File: config.mk
export PLATFORM = sky130hd
export DESIGN_NAME = text_console_cursor_scroll
export DESIGN_NICKNAME = d
export VERILOG_FILES = /design/src/hw/rtl/tccs_pkg.sv /design/src/hw/rtl/text_console_cursor_scroll.sv /design/src/hw/rtl/tccs_front.sv /design/src/hw/rtl/tccs_fifo.sv /design/src/hw/rtl/tccs_back.sv
export SDC_FILE = /design/constraint.sdc
export NUM_CORES = 1
export LEC_CHECK = 0
export ABC_AREA = 1
export CAP_MARGIN = 20
export CELL_PAD_IN_SITES_DETAIL_PLACEMENT = 2
export CELL_PAD_IN_SITES_GLOBAL_PLACEMENT = 2
export CORE_MARGIN = 3
export CORE_UTILIZATION = 39
export DETAILED_ROUTE_END_ITERATION = 16
export DONT_BUFFER_PORTS = 1
export HOLD_SLACK_MARGIN = 0.02
export PLACE_DENSITY_LB_ADDON = 0.1
export RECOVER_POWER = 50
export SYNTH_ARGS = -nofsm -noshare
export SYNTH_HDL_FRONTEND = slang
export SYNTH_SLANG_ARGS = --single-unit
File: constraint.sdc
create_clock -name clk -period 3.55 [get_ports clk]
set_input_delay 0.71 -clock clk [delete_from_list [all_inputs] [get_ports clk]]
set_output_delay 0.71 -clock clk [all_outputs]
set_load 0.005 [all_outputs]
File: src/hw/rtl/tccs_pkg.sv
// Shared types, constants and helpers for the text console cursor/scroll block.
// No dependencies.
package tccs_pkg;

  localparam int ROWS   = 30;
  localparam int COLS   = 80;
  localparam int ROW_W  = 5;
  localparam int COL_W  = 7;
  localparam int QDEPTH = 4;
  localparam int QPTR_W = 2;

  localparam logic [1:0] OP_WRITE = 2'd0;
  localparam logic [1:0] OP_CLEAR = 2'd1;
  localparam logic [1:0] OP_TOP   = 2'd2;

  localparam logic [7:0] CH_BS       = 8'd8;
  localparam logic [7:0] CH_NL       = 8'd10;
  localparam logic [7:0] CURSOR_MARK = 8'h5F;

  // One accepted byte, decoded: the character write, an optional scroll
  // (clear + new top), and the cursor mark.
  typedef struct packed {
    logic [ROW_W-1:0] row_c;
    logic [COL_W-1:0] col_c;
    logic [7:0]       data_c;
    logic             scroll;
    logic [ROW_W-1:0] clr_row;
    logic [ROW_W-1:0] top_new;
    logic [ROW_W-1:0] row_m;
    logic [COL_W-1:0] col_m;
  } tccs_cmd_t;

  // Both operands are below ROWS, so one conditional subtract wraps the sum.
  function automatic logic [ROW_W-1:0] phys_row(input logic [ROW_W-1:0] line,
                                                input logic [ROW_W-1:0] top);
    logic [ROW_W:0] s;
    s = {1'b0, line} + {1'b0, top};
    if (s >= (ROW_W+1)'(ROWS)) s = s - (ROW_W+1)'(ROWS);
    return s[ROW_W-1:0];
  endfunction

endpackage

File: src/hw/rtl/text_console_cursor_scroll.sv
// Top level of the text console cursor and ring-scroll command generator.
// Depends on tccs_pkg, tccs_front, tccs_fifo, tccs_back.

// Usage: feed one character byte per transfer on in_*; the block answers with
// character-memory commands on out_*, one command per cycle when out_ready is
// high. A byte yields two commands (cell write, then cursor mark 0x5F), or
// four when it pushes the cursor past the bottom line (cell write, clear of
// the old top row, new top offset, cursor mark); a backspace at the origin
// yields none. out_last flags the final command of each byte. The back-end
// sequencer that emits one command per cycle sets the sustained rate; the
// front end itself takes a byte every cycle while the queue is not full.
// The first command of a byte passes through the queue write, then the output
// register. A 4-entry queue decouples the two ends, so input transfers
// continue while results wait on out_ready.
module text_console_cursor_scroll (
  input  logic                       clk,
  input  logic                       rst_n,
  input  logic                       in_valid,
  output logic                       in_ready,
  input  logic [7:0]                 in_ch,
  output logic                       out_valid,
  input  logic                       out_ready,
  output logic [1:0]                 out_op,
  output logic [tccs_pkg::ROW_W-1:0] out_row,
  output logic [tccs_pkg::COL_W-1:0] out_col,
  output logic [7:0]                 out_data,
  output logic                       out_last
);
  import tccs_pkg::*;

  // front -> queue
  logic      push;
  tccs_cmd_t push_cmd;
  logic      q_full;
  // queue -> back
  logic      head_valid;
  tccs_cmd_t head_cmd;
  logic      pop;

  // cursor/offset tracking and per-byte decode
  tccs_front u_front (
    .clk      (clk),
    .rst_n    (rst_n),
    .in_valid (in_valid),
    .in_ready (in_ready),
    .in_ch    (in_ch),
    .q_full   (q_full),
    .push     (push),
    .push_cmd (push_cmd)
  );

  tccs_fifo u_fifo (
    .clk        (clk),
    .rst_n      (rst_n),
    .push       (push),
    .push_cmd   (push_cmd),
    .pop        (pop),
    .full       (q_full),
    .head_valid (head_valid),
    .head_cmd   (head_cmd)
  );

  // command sequencer with registered output
  tccs_back u_back (
    .clk        (clk),
    .rst_n      (rst_n),
    .head_valid (head_valid),
    .head_cmd   (head_cmd),
    .pop        (pop),
    .out_valid  (out_valid),
    .out_ready  (out_ready),
    .out_op     (out_op),
    .out_row    (out_row),
    .out_col    (out_col),
    .out_data   (out_data),
    .out_last   (out_last)
  );

`ifndef SYNTHESIS
  // clear and new-top commands never close a byte's command group
  a_scroll_not_last: assert property (@(posedge clk) disable iff (!rst_n)
    out_valid && (out_op == OP_CLEAR || out_op == OP_TOP) |-> !out_last)
    else $error("scroll command flagged as last");

  // a row clear is always followed right away by the new top offset
  a_clear_then_top: assert property (@(posedge clk) disable iff (!rst_n)
    out_valid && out_ready && out_op == OP_CLEAR |=> out_valid && out_op == OP_TOP)
    else $error("row clear not followed by top offset");

  // rows and offsets stay inside the ring
  a_row_range: assert property (@(posedge clk) disable iff (!rst_n)
    out_valid |-> out_row < ROW_W'(ROWS))
    else $error("row outside ring");
`endif

endmodule

File: src/hw/rtl/tccs_front.sv
// Front end: accepts character bytes, tracks cursor and ring offset, and
// builds at most one command descriptor per byte. Depends on tccs_pkg.
module tccs_front (
  input  logic                clk,
  input  logic                rst_n,
  input  logic                in_valid,
  output logic                in_ready,
  input  logic [7:0]          in_ch,
  input  logic                q_full,
  output logic                push,
  output tccs_pkg::tccs_cmd_t push_cmd
);
  import tccs_pkg::*;

  logic [ROW_W-1:0] line_r, line_nxt;
  logic [COL_W-1:0] col_r, col_nxt;
  logic [ROW_W-1:0] top_r, top_nxt;
  logic             acc, is_bs, is_nl, origin, wrap, scroll;
  logic [COL_W:0]   col_inc;

  assign in_ready = !q_full;
  assign acc      = in_valid && in_ready;
  assign is_bs    = (in_ch == CH_BS);
  assign is_nl    = (in_ch == CH_NL);
  assign origin   = (line_r == '0) && (col_r == '0);
  assign col_inc  = {1'b0, col_r} + (COL_W+1)'(1);
  assign wrap     = is_nl || (!is_bs && (col_inc >= (COL_W+1)'(COLS)));
  // backspace at the origin is swallowed
  assign push     = acc && !(is_bs && origin);

  always_comb begin
    line_nxt = line_r;
    col_nxt  = col_r;
    top_nxt  = top_r;
    scroll   = 1'b0;
    if (is_bs) begin
      if (col_r == '0) begin
        col_nxt  = COL_W'(COLS-1);
        line_nxt = line_r - ROW_W'(1);
      end else begin
        col_nxt = col_r - COL_W'(1);
      end
    end else if (wrap) begin
      col_nxt = '0;
      if (line_r >= ROW_W'(ROWS-1)) begin
        line_nxt = ROW_W'(ROWS-1);
        scroll   = 1'b1;
        top_nxt  = (top_r == ROW_W'(ROWS-1)) ? '0 : top_r + ROW_W'(1);
      end else begin
        line_nxt = line_r + ROW_W'(1);
      end
    end else begin
      col_nxt = col_inc[COL_W-1:0];
    end
  end

  always_comb begin
    push_cmd.row_c   = phys_row(line_r, top_r);
    push_cmd.col_c   = col_r;
    push_cmd.data_c  = is_bs ? 8'd0 : in_ch;
    push_cmd.scroll  = scroll;
    push_cmd.clr_row = top_r;
    push_cmd.top_new = top_nxt;
    push_cmd.row_m   = phys_row(line_nxt, top_nxt);
    push_cmd.col_m   = col_nxt;
  end

  always_ff @(posedge clk) begin
    if (!rst_n) begin
      line_r <= '0;
      col_r  <= '0;
      top_r  <= '0;
    end else if (push) begin
      line_r <= line_nxt;
      col_r  <= col_nxt;
      top_r  <= top_nxt;
    end
  end

endmodule

File: src/hw/rtl/tccs_fifo.sv
// Short descriptor queue between front and back end.
// Depends on tccs_pkg.
module tccs_fifo (
  input  logic                clk,
  input  logic                rst_n,
  input  logic                push,
  input  tccs_pkg::tccs_cmd_t push_cmd,
  input  logic                pop,
  output logic                full,
  output logic                head_valid,
  output tccs_pkg::tccs_cmd_t head_cmd
);
  import tccs_pkg::*;

  tccs_cmd_t         q_r [QDEPTH];
  logic [QPTR_W-1:0] wr_ptr_r, rd_ptr_r;
  logic [QPTR_W:0]   cnt_r;

  assign full       = (cnt_r == (QPTR_W+1)'(QDEPTH));
  assign head_valid = (cnt_r != '0);
  assign head_cmd   = q_r[rd_ptr_r];

  always_ff @(posedge clk) begin
    if (push) q_r[wr_ptr_r] <= push_cmd;
  end

  always_ff @(posedge clk) begin
    if (!rst_n) begin
      wr_ptr_r <= '0;
      rd_ptr_r <= '0;
      cnt_r    <= '0;
    end else begin
      if (push) wr_ptr_r <= wr_ptr_r + QPTR_W'(1);
      if (pop)  rd_ptr_r <= rd_ptr_r + QPTR_W'(1);
      case ({push, pop})
        2'b10:   cnt_r <= cnt_r + (QPTR_W+1)'(1);
        2'b01:   cnt_r <= cnt_r - (QPTR_W+1)'(1);
        default: cnt_r <= cnt_r;
      endcase
    end
  end

endmodule

File: src/hw/rtl/tccs_back.sv
// Back end: walks each queued descriptor and issues its memory commands,
// one per cycle unless stalled, via an output register. Depends on tccs_pkg.
module tccs_back (
  input  logic                   clk,
  input  logic                   rst_n,
  input  logic                   head_valid,
  input  tccs_pkg::tccs_cmd_t    head_cmd,
  output logic                   pop,
  output logic                   out_valid,
  input  logic                   out_ready,
  output logic [1:0]             out_op,
  output logic [tccs_pkg::ROW_W-1:0] out_row,
  output logic [tccs_pkg::COL_W-1:0] out_col,
  output logic [7:0]             out_data,
  output logic                   out_last
);
  import tccs_pkg::*;

  typedef enum logic [1:0] {PH_CHAR, PH_CLR, PH_TOP, PH_MARK} phase_t;

  phase_t           phase_r;
  logic             out_valid_r;
  logic [1:0]       out_op_r;
  logic [ROW_W-1:0] out_row_r;
  logic [COL_W-1:0] out_col_r;
  logic [7:0]       out_data_r;
  logic             out_last_r;
  logic             load_ok, issue;

  assign load_ok = !out_valid_r || out_ready;
  assign issue   = head_valid && load_ok;
  assign pop     = issue && (phase_r == PH_MARK);

  assign out_valid = out_valid_r;
  assign out_op    = out_op_r;
  assign out_row   = out_row_r;
  assign out_col   = out_col_r;
  assign out_data  = out_data_r;
  assign out_last  = out_last_r;

  always_ff @(posedge clk) begin
    if (!rst_n) begin
      phase_r     <= PH_CHAR;
      out_valid_r <= 1'b0;
    end else begin
      if (load_ok) out_valid_r <= head_valid;
      if (issue) begin
        unique case (phase_r)
          PH_CHAR: begin
            out_op_r   <= OP_WRITE;
            out_row_r  <= head_cmd.row_c;
            out_col_r  <= head_cmd.col_c;
            out_data_r <= head_cmd.data_c;
            out_last_r <= 1'b0;
            phase_r    <= head_cmd.scroll ? PH_CLR : PH_MARK;
          end
          PH_CLR: begin
            out_op_r   <= OP_CLEAR;
            out_row_r  <= head_cmd.clr_row;
            out_col_r  <= '0;
            out_data_r <= 8'd0;
            out_last_r <= 1'b0;
            phase_r    <= PH_TOP;
          end
          PH_TOP: begin
            out_op_r   <= OP_TOP;
            out_row_r  <= head_cmd.top_new;
            out_col_r  <= '0;
            out_data_r <= 8'd0;
            out_last_r <= 1'b0;
            phase_r    <= PH_MARK;
          end
          PH_MARK: begin
            out_op_r   <= OP_WRITE;
            out_row_r  <= head_cmd.row_m;
            out_col_r  <= head_cmd.col_m;
            out_data_r <= CURSOR_MARK;
            out_last_r <= 1'b1;
            phase_r    <= PH_CHAR;
          end
          default: phase_r <= PH_CHAR;
        endcase
      end
    end
  end

endmodule
==> results.txt, run 1 <==
Syn-to-layout area delta - 14.8%
CP Data Arrival Time - 3.71 ns
Crit-path cells - clkbuf_1 > ha_1 > nand2_1 > xor2_1 > nand3b_1 > nand2_2 > ha_4 > a21oi_1 > nand2_1 > xor2_2 > inv_2 > nor2_4 > nand2_1 > nand2_2 > nand2_2 > xor2_2
Syn_area_per_cell - 11.0 um^2
Worst VDD drop - 0.000347 V
Pin count of the biggest net entering global routing - 87
TritonCTS Buffers - 25
WL per Instance - 24.1 um
Cells after Synth - 919
Initial drt markers - 440
Startpoint Class - register
Clk buf depth - 3
Dpl cells - 1,257
Setup Skew - 0.0300 ns
Slowest cell delay on critical path - 0.54 ns
Post-synthesis simple-gate area fraction - 13.8%
Post-synthesis mux area share - 0%
Sink Count - 224
Fmax - 291 MHz
Chip Height - 167 um
HP Class - in2reg
Max stage delay cell, worst path - clkbuf_1
Slew HR - -12.3%
Status - complete, but fails checks
Leak - 4.38 nW
Full die area - 27,800 um^2
Initial DRT Pass Iterations - 6
Compound-gate portion of the synthesized area - 11.7%
Final hold vios - 0
Leading area contributor after synthesis - edfxtp_1
Vias/cell - 5.55
Netlist cell types - 44
Final Max Slew Viols - 24
Final Instance Count excl. Fillers - 1,304
Post-synth EDFFs - 195
Final setup fails - 0
Critical path class - reg2reg
Share of flip-flops with an asynchronous set or reset - 0%
Share of the synthesized area in the top cell type - 58.1%
Setup tns final - 0 ns
Vias in the first global route - 8,260
Hold WS - 0.281 ns
Flops & latches, synth - 224
# rows - 58
Post-DRT Antenna Nets - 0
# port buffers - 0
CTS tree - yes
Antenna diode count - 0
Share of cells above drive strength 1 - 14.1%
Max-Cap Viols - 1
Net Count, Synth - 963
Register clock-pin slew on the reported worst setup and hold paths - 0.06 ns
Fin crit period - 3.44 ns
Crit path max-delay family - simple AND/OR/NAND/NOR gates
CP endpoint kind - register
DP HPWL - 19,900 um
Clock latency at the later pin of the worst-skew pair - 0.53 ns
Core ar. - 25,300 um^2
Commonest non-fill, non-tap cell in the layout - edfxtp_1
First-pass GRT wire length - 48,800 um
Grt total ovfl - 0
Power Dens Cells - 569 nW/um^2
Worst-Margin Slew - 1.68 ns
Final #Nets - 999
Cts-stage hold buffer count - 0
Post-synthesis sequential area ratio - 63.9%
IO Pins - 37
Top post-synthesis cells by area - edfxtp_1 (58%), dfxtp_1 (5.8%), nand2_1 (4.5%)
Commonest cells after routing, fill and taps aside - edfxtp_1 (195), nand2_1 (118), nor2_1 (105)
Failing checks - capacitance limit, slew limit
Worst Path Required - 3.82 ns
Synth warnings - 0
Mapped cell area - 10,100 um^2
DRT Wirelength - 31,400 um
DR vias - 7,232
Ys flop type - edfxtp_1
Root Driver - clkbuf_16
Synth Area in XOR/XNOR - 1.39%
Final Cycle Share - 96.9%
Crit-path max FO - 9
Initial Utilization - 39.9%
CTS H-Tree Depth - 1
Detailed-route DRC error count - 0
Tot GR Track Use - 22.5%
Initial antenna violation count - 0
WP buf/inv - 2
Synthesized-area fraction occupied by adder cells - 4.20%
GP Congestion - 0.810
Largest family of logic cells by synthesized area - simple AND/OR/NAND/NOR gates
Die width - 167 um
[through the flow]
stage	power, W	utilization [%]	setup WS, ns	area, um^2
2_1_floorplan	0.00373	-	-0.0403	10100
3_3_place_gp	0.00403	42.6	-0.0293	10800
3_5_place_dp	0.00411	42.6	-0.293	10800
4_1_cts	0.00664	45.8	0.00954	11600
5_1_grt	0.00686	45.8	-0.0946	11600
6_report	0.00658	45.8	0.109	11600
[worst reg2reg max path, delay by kind of cell, from the launching register on]
family / cells / cell delay, ns
AOI/OAI and AO/OA: 1 / 0.16
xor gates and xnor gates: 3 / 0.55
adders and majority gates: 2 / 0.51
buffers and inverters: 2 / 0.64
DFF: 1 / 0.33
and+or+nand+nor: 8 / 1.00
[repair_timing]
item,4_1_cts,5_1_grt
gates resized for setup,8,17
pin swaps,0,4
endpoints found under the setup margin,12,16
setup buffers,0,1
[power breakdown]
group	internal [W]	switching [W]	total, W
combinational	0.000269	0.000603	0.000872
sequential	0.00311	0.0000820	0.00319
clock	0.00148	0.00104	0.00252
[final cells by class]
class | count | area, um^2
Multi-Input combinational cell | 570 | 3210
Fill cell | 2614 | 13700
Clock inverter | 13 | 110
Clock buffer | 33 | 676
Sequential cell | 224 | 6450
Tap cell | 330 | 413
Timing Repair Buffer | 58 | 420
Inverter | 76 | 289
[state kept, by name, summed over array words and instances (netlist names), named ones only]
register / count
u_fifo.wr_ptr_r: 2
u_back.out_row: 5
u_back.out_last: 1
u_back.out_op: 2
u_front.col_r: 7
u_fifo.q_r: 172
u_fifo.rd_ptr_r: 2
u_front.top_r: 5
u_back.out_valid: 1
u_back.phase_r: 2
u_fifo.cnt_r: 3
u_back.out_data: 8
u_front.line_r: 5
u_back.out_col: 7
[synth_stat cells, types with 2 or more instances]
library cell	number
edfxtp_1	195
nand2_1	122
nor2_1	108
o21ai_0	88
inv_1	65
nand3_1	50
a21oi_1	49
clkbuf_1	34
dfxtp_1	29
ha_1	29
o22ai_1	29
o21ai_1	14
xor2_1	12
inv_2	11
buf_2	10
a221o_1	6
a31oi_1	6
nand2_2	6
nand3_2	5
nor3_1	5
xnor2_1	4
buf_6	3
fa_1	3
nand2_4	3
nand4_1	3
nor2_2	3
o21ai_2	3
a21oi_2	2
buf_4	2
nand3b_1	2
nor2_4	2
nor4_1	2
o211ai_2	2
o21a_1	2
[cells by family after synthesis]
kind of cell | after synthesis
and+or+nand+nor | 315
DFF | 224
AOI/OAI and AO/OA | 207
buffers and inverters | 125
adders and majority gates | 32
xor gates and xnor gates | 16
[per-layer routing]
metal	vias up	routed length (um)	track usage (%)
met5	-	0	0
met1	3757	13300	28.6
met2	132	16100	40.3
met4	0	718	6.38
met3	46	1300	3.16
li1	3297	-	-
[path summary, 6_finish.rpt]
kind	endpoint	start	cells after the start	slack [ns]
max	u_fifo.q_r[1][10]$_DFFE_PP_	u_front.top_r[1]$_SDFFE_PN0P_	16	0.11
min	u_fifo.q_r[1][23]$_DFFE_PP_	in_ch[0]	0	0.28
max reg2reg	u_fifo.q_r[1][10]$_DFFE_PP_	u_front.top_r[1]$_SDFFE_PN0P_	16	0.11
min reg2reg	u_fifo.cnt_r[1]$_SDFFE_PN0P_	u_fifo.cnt_r[1]$_SDFFE_PN0P_	2	0.50
(Power assumes the default switching activity.)
==> inputs of run 2 (changes only) <==
--- a/config.mk
+++ b/config.mk
@@ -13,6 +13,7 @@
 export CORE_UTILIZATION = 39
 export DETAILED_ROUTE_END_ITERATION = 16
 export DONT_BUFFER_PORTS = 1
+export GPL_TIMING_DRIVEN = 0
 export HOLD_SLACK_MARGIN = 0.02
 export PLACE_DENSITY_LB_ADDON = 0.1
 export RECOVER_POWER = 50
==> run 2 against run 1 <==
  * The run now ends clean
  * Critical path depth rose by 5
  * Clock skew barely moved
  * Global-route usage rose by 0.93 points
  * Power rose by 3.2%
  * Non-clock buffer count rose by 16
  * Via count rose by 2.4%
  * Combinational power rose by 3.3%
  * Critical endpoint is now u_fifo.q_r[0][11]$_DFFE_PP_
==> results.txt, run 2 (synthesis results as in run 1) <==
Hold Crit Depth - 2
Max stage delay cell, worst path - dfxtp_4
Design Area, Final - 11,800 um^2
Root Driver - clkbuf_16
Initial Utilization - 39.9%
Final #Nets - 1,015
Worst R2R Start - u_front.col_r[0]$_SDFFE_PN0P_
Share of cells above drive strength 1 - 16.0%
Startpoint Class - register
Critical path class - reg2reg
DR vias - 7,404
IO Pins - 37
Syn-to-layout area delta - 17.3%
# port buffers - 0
Register clock-pin slew on the reported worst setup and hold paths - 0.06 ns
Worst-Margin Slew - 0.839 ns
Top sig layer - met4
Worst Hold Path EP - u_fifo.wr_ptr_r[1]$_SDFFE_PN0P_
Commonest non-fill, non-tap cell in the layout - edfxtp_1
Initial drt markers - 629
Crit path max-delay family - simple AND/OR/NAND/NOR gates
Initial antenna violation count - 0
Final Instance Count excl. Fillers - 1,319
CP Data Arrival Time - 3.74 ns
Final setup fails - 0
Crit-path cells - buf_4 > inv_2 > ha_2 > nand3_2 > nor2_4 > buf_12 > nor2_4 > inv_2 > nand2_2 > nand2_1 > nand2_1 > inv_1 > ha_2 > fa_2 > xor2_2 > nand2_1 > nor2_2 > nand2_2 > nand2_4 > a21oi_1 > a21oi_2
Post-DRT Antenna Nets - 0
Register-to-register setup slack - 0.13 ns
DRT Wirelength - 33,300 um
Antenna diode count - 0
Die width - 167 um
# rows - 58
Detailed-route DRC error count - 0
Core ar. - 25,300 um^2
TritonCTS Buffers - 25
Tot GR Track Use - 23.5%
Hold_sp - rst_n
GP Congestion - 0.802
Most flop-heavy register - u_fifo.q_r
Fin crit period - 3.42 ns
Setup Skew - 0.0304 ns
Worst Path Required - 3.87 ns
Leak - 4.46 nW
Power Dens Cells - 574 nW/um^2
Reg2Reg Depth - 21
First-pass GRT wire length - 50,200 um
Grt total ovfl - 0
Worst VDD drop - 0.000321 V
Met2 WL post-DR - 16,900 um
Max reg flops - 172
HP Class - in2reg
Slowest cell delay on critical path - 0.39 ns
CTS H-Tree Depth - 1
Metal-1 WL - 14,300 um
FF-to-FF End - u_fifo.q_r[0][11]$_DFFE_PP_
Commonest cells after routing, fill and taps aside - edfxtp_1 (195), nand2_1 (115), nor2_1 (101)
Slew HR - 44.0%
Clock latency at the later pin of the worst-skew pair - 0.53 ns
Final hold vios - 0
Vias in the first global route - 8,253
WL per Instance - 25.2 um
Fmax - 292 MHz
DP HPWL - 23,000 um
Max-Cap Viols - 0
WP buf/inv - 5
CP endpoint kind - register
CTS tree - yes
Clk buf depth - 3
Placed instance area - 10,600 um^2
Status - complete, no violations
Full die area - 27,800 um^2
Chip Height - 167 um
Vias/cell - 5.61
Pin count of the biggest net entering global routing - 26
Final Cycle Share - 96.5%
Dpl cells - 1,256
CP dominant cell by count - nand2_1
Crit-path max FO - 8
Sink Count - 224
Total length of routed met3 wires - 1320 um
Final Max Slew Viols - 0
Initial DRT Pass Iterations - 5
[run 2: cell types whose count changed in the layout (fill, tap and decap cells not counted), sizes merged]
cell / delta
buf: -3
bufinv: +2
clkbuf: +15
clkinv: -5
clkinvlp: +4
inv: +2
[run 2: worst max path at each step]
stage	from	to	slack, ns	depth (start not counted)
after global placement	in_ch[3]	u_fifo.q_r[0][23]$_DFFE_PP_	-2.20	8
after CTS	u_front.line_r[1]$_SDFFE_PN0P_	u_fifo.q_r[2][10]$_DFFE_PP_	0.009	19
after floorplan	in_ch[3]	u_fifo.q_r[0][0]$_DFFE_PP_	-0.04	8
final	u_front.col_r[0]$_SDFFE_PN0P_	u_fifo.q_r[0][11]$_DFFE_PP_	0.13	21
after detailed placement	in_ch[3]	u_fifo.q_r[1][10]$_DFFE_PP_	-0.96	20
after global routing	u_front.col_r[1]$_SDFFE_PN0P_	u_fifo.q_r[0][11]$_DFFE_PP_	-0.04	23
[run 2: cell type report]
type | instances | area (um^2)
Sequential cell | 224 | 6460
Clock inverter | 16 | 195
Timing Repair Buffer | 26 | 285
Clock buffer | 29 | 641
Fill cell | 2587 | 13400
Tap cell | 330 | 413
Buffer | 48 | 223
Multi-Input combinational cell | 570 | 3310
Inverter | 76 | 293
[run 2: worst reg2reg max path, cell delays in order (launching register included)]
cell	delay, ns
dfxtp_4	0.39
buf_4	0.14
inv_2	0.05
ha_2	0.21
nand3_2	0.12
nor2_4	0.06
buf_12	0.16
nor2_4	0.14
inv_2	0.08
nand2_2	0.09
nand2_1	0.05
nand2_1	0.10
inv_1	0.06
ha_2	0.18
fa_2	0.37
xor2_2	0.21
nand2_1	0.10
nor2_2	0.15
nand2_2	0.10
nand2_4	0.10
a21oi_1	0.08
a21oi_2	0.27
[run 2: through the flow]
| stage | worst slack (ns) | total power [W] | hold slack, ns | setup TNS, ns | utilization (%) |
|---|---|---|---|---|---|
| after floorplan | -0.0403 | 0.00373 | 0.457 | -6.93 | - |
| after global placement | -2.20 | 0.00399 | 0.468 | -382.73 | 41.5 |
| after detailed placement | -0.956 | 0.00409 | 0.500 | -13.89 | 42.2 |
| after CTS | 0.00939 | 0.00680 | 0.322 | 0 | 46.1 |
| after global routing | -0.0419 | 0.00703 | 0.321 | -0.257 | 46.8 |
| final | 0.126 | 0.00679 | 0.340 | 0 | 46.8 |
[run 2: what timing repair did]
| action | CTS | global route |
|---|---|---|
| pin swaps | 7 | 11 |
| hold buffers | 0 | 0 |
| gates resized for setup | 25 | 27 |
| buffers inserted | 9 | 10 |
| gates cloned | 0 | 0 |
| setup endpoints to repair | 16 | 16 |
[run 2: per-layer routing]
layer  GRT usage (%)  vias to the layer above
met2            41.3                      183
met5               0                        -
li1                -                     3332
met1            30.6                     3836
met4            6.60                        0
met3            2.97                       53
[run 2: where the power goes]
| part | internal (W) | total, W | switching (W) | leakage (nW) |
|---|---|---|---|---|
| Combinational | 0.000282 | 0.000901 | 0.000619 | 1.99 |
| Sequential | 0.00311 | 0.00321 | 0.000103 | 2.07 |
| Clock | 0.00159 | 0.00268 | 0.00109 | 0.395 |
| Total | 0.00498 | 0.00679 | 0.00181 | 4.46 |
==> inputs of run 3 (changes only) <==
--- a/config.mk
+++ b/config.mk
@@ -5,12 +5,11 @@
 export SDC_FILE = /design/constraint.sdc
 export NUM_CORES = 1
 export LEC_CHECK = 0
-export ABC_AREA = 1
 export CAP_MARGIN = 20
 export CELL_PAD_IN_SITES_DETAIL_PLACEMENT = 2
 export CELL_PAD_IN_SITES_GLOBAL_PLACEMENT = 2
 export CORE_MARGIN = 3
-export CORE_UTILIZATION = 39
+export CORE_UTILIZATION = 42
 export DETAILED_ROUTE_END_ITERATION = 16
 export DONT_BUFFER_PORTS = 1
 export GPL_TIMING_DRIVEN = 0
==> run 3 against run 2 <==
  * The flow now finishes with violations (setup timing)
  * Power fell by 8.8%
  * Clock power decreased by 5%
  * Fmax decreased by 10%
  * Global-route usage grew 0.51 points
  * Critical path type unchanged
  * Critical endpoint is now u_fifo.q_r[0][10]$_DFFE_PP_
  * Highest routed layer unchanged
==> results.txt, run 3 <==
Leak - 4.03 nW
GP Congestion - 0.830
WL per Instance - 29.2 um
Vias in the first global route - 7,079
Detailed-route DRC error count - 0
Combinational Power Share - 9.1%
Mapped cell area - 10,100 um^2
Max-Cap Viols - 0
Register clock-pin slew on the reported worst setup and hold paths - 0.06 ns
Grt total ovfl - 0
Commonest cells after routing, fill and taps aside - edfxtp_1 (195), mux4_2 (43), nand2_1 (40)
Synth warnings - 0
Netlist cell types - 73
Critical path class - reg2reg
Share of cells above drive strength 1 - 25.9%
Initial DRT Pass Iterations - 5
Syn-to-layout area delta - 19.2%
Register-to-register setup slack - -0.26 ns
DRT Wirelength - 31,500 um
Worst VDD drop - 0.000298 V
Post-synthesis sequential area ratio - 63.8%
Final setup fails - 16
Full die area - 25,900 um^2
Final hold vios - 0
HP Class - in2reg
Slew HR - 33.9%
Crit path from - u_front.col_r[0]$_SDFFE_PN0P_
Fmax - 262 MHz
Setup Skew - 0.0100 ns
# port buffers - 0
Final Worst Setup Slack - -0.262 ns
Crit-path max FO - 5
Chip Height - 161 um
Flops & latches, synth - 224
Leading area contributor after synthesis - edfxtp_1
Cells after Synth - 686
Failing checks - setup timing
Max reg flops - 172
Status - complete, but fails checks
Core ar. - 23,500 um^2
Die width - 161 um
Tot GR Track Use - 24.0%
RSZ-0062 raised after global routing - true
TritonCTS Buffers - 24
Internal Power - 0.00475 W
CP endpoint kind - register
Clock latency at the later pin of the worst-skew pair - 0.52 ns
Root Driver - clkbuf_16
IO Pins - 37
Fin crit period - 3.81 ns
Sink Count - 224
Final Max Slew Viols - 0
Cts-stage hold buffer count - 0
Worst Path Required - 3.75 ns
DP HPWL - 20,500 um
CP Data Arrival Time - 4.02 ns
Initial drt markers - 625
Share of flip-flops with an asynchronous set or reset - 0%
Clock network fraction of design power - 41.1%
Final #Nets - 788
Most flop-heavy register - u_fifo.q_r
Placed instance area - 10,600 um^2
Post-DRT Antenna Nets - 0
Share of the synthesized area in the top cell type - 58.0%
Net Count, Synth - 730
Initial Utilization - 42.9%
Ys flop type - edfxtp_1
Count leader, synth - edfxtp_1
Critical Path End - u_fifo.q_r[0][10]$_DFFE_PP_
First-pass GRT wire length - 46,900 um
Pin count of the biggest net entering global routing - 32
CTS H-Tree Depth - 1
Initial antenna violation count - 0
Final Instance Count excl. Fillers - 1,081
Most frequent cells after synthesis - edfxtp_1 (195), mux4_2 (43), nand2_1 (40), nor2_1 (40), a21oi_1 (30)
Clk buf depth - 3
Reg2Reg Depth - 14
Dpl cells - 1,009
FF-to-FF End - u_fifo.q_r[0][10]$_DFFE_PP_
Final Cycle Share - 107%
Antenna diode count - 0
Part of the power in registers - 49.8%
Design Area, Final - 12,000 um^2
Worst-Margin Slew - 0.981 ns
CTS tree - yes
Fill count - 2,189
Commonest non-fill, non-tap cell in the layout - edfxtp_1
Switching share of power - 23.2%
Startpoint Class - register
Switching power - 0.00144 W
Syn_area_per_cell - 14.7 um^2
Power Dens Cells - 514 nW/um^2
Worst R2R Start - u_front.col_r[0]$_SDFFE_PN0P_
Post-synth EDFFs - 195
Vias/cell - 6.04
DR vias - 6,526
Top post-synthesis cells by area - edfxtp_1 (58%), mux4_2 (9.6%), dfxtp_1 (5.8%)
# rows - 56
## run 3: changes by cell type after synthesis, sizes merged, moves of 28 or more
cell,previous run,this run
inv,76,24
nor2,113,40
mux4,0,43
o22ai,30,2
nand2,131,40
o21ai,105,26
nand3,55,15
## run 3: routing by layer
| layer | up-vias | track usage (%) | wire, um |
|---|---|---|---|
| li1 | 2807 | - | - |
| met1 | 3493 | 32.9 | 13500 |
| met2 | 195 | 41.4 | 16100 |
| met3 | 31 | 2.87 | 1350 |
| met4 | 0 | 5.20 | 486 |
| met5 | - | 0 | 0 |
## run 3: how the worst min path moves through the flow
stage,startpoint,end,slack [ns],depth (start not counted)
2_1_floorplan,u_front.col_r[6]$_SDFFE_PN0P_,u_fifo.q_r[0][37]$_DFFE_PP_,0.45,0
3_3_place_gp,u_back.out_valid$_SDFFE_PN0N_,u_back.out_valid$_SDFFE_PN0N_,0.48,2
3_5_place_dp,u_fifo.cnt_r[2]$_SDFFE_PN0P_,u_fifo.cnt_r[2]$_SDFFE_PN0P_,0.49,2
4_1_cts,out_ready,u_back.out_valid$_SDFFE_PN0N_,0.38,3
5_1_grt,out_ready,u_back.out_valid$_SDFFE_PN0N_,0.39,3
6_report,out_ready,u_back.out_valid$_SDFFE_PN0N_,0.40,3
## run 3: power by group through the flow
stage	logic, W	registers, W	clock network (W)
after global routing	0.000610	0.00309	0.00270
after global placement	0.000457	0.00313	0
after detailed placement	0.000505	0.00314	0
final	0.000562	0.00308	0.00255
after floorplan	0.000318	0.00311	0
after CTS	0.000531	0.00309	0.00258
## run 3: timing repair
| item | CTS | global route |
|---|---|---|
| endpoints found under the setup margin | 17 | 17 |
| pin swaps | 11 | 20 |
| buffers inserted | 16 | 15 |
| gates resized for setup | 45 | 37 |
## run 3: area by class of cell
cell class | count | area, um^2 | share of cell area [%]
clock inverter | 10 | 121 | 1.01
buffer | 42 | 208 | 1.73
sequential | 224 | 6450 | 53.6
tap | 319 | 399 | 3.32
clock buffer | 34 | 669 | 5.56
timing repair buffer | 35 | 345 | 2.87
inverter | 24 | 90.1 | 0.749
multi-input combinational | 393 | 3750 | 31.2
## run 3: critical path, cell delays in order, from the launching register on
cell and delay (ns):
dfxtp_4 0.37, ha_4 0.18, and3_4 0.19, a311oi_4 0.41, or3_4 0.28, nand3_4 0.13, mux2_4 0.36, ha_4 0.18
fa_2 0.35, a21o_1 0.18, a21oi_2 0.16, xor2_2 0.11, buf_6 0.15, o211ai_1 0.21, o211ai_1 0.23
## run 3: per-stage QoR
| stage | setup WS [ns] | hold WS [ns] | TNS, ns | util [%] | power [W] |
|---|---|---|---|---|---|
| 2_1_floorplan | -0.216 | 0.455 | -1.57 | - | 0.00343 |
| 3_3_place_gp | -0.958 | 0.480 | -156.48 | 44.8 | 0.00359 |
| 3_5_place_dp | -1.38 | 0.494 | -19.58 | 45.2 | 0.00365 |
| 4_1_cts | -0.420 | 0.378 | -5.96 | 50.0 | 0.00620 |
| 5_1_grt | -0.376 | 0.385 | -5.61 | 51.1 | 0.00641 |
| 6_report | -0.262 | 0.400 | -3.54 | 51.1 | 0.00619 |
## run 3: cell families after synthesis
kind of cell    synth area share, %
flops                          63.8
simple gates                   8.40
compound gates                 9.40
buf+inv                        2.91
mux                            9.92
fa+ha+maj                      4.19
xor+xnor                       1.39
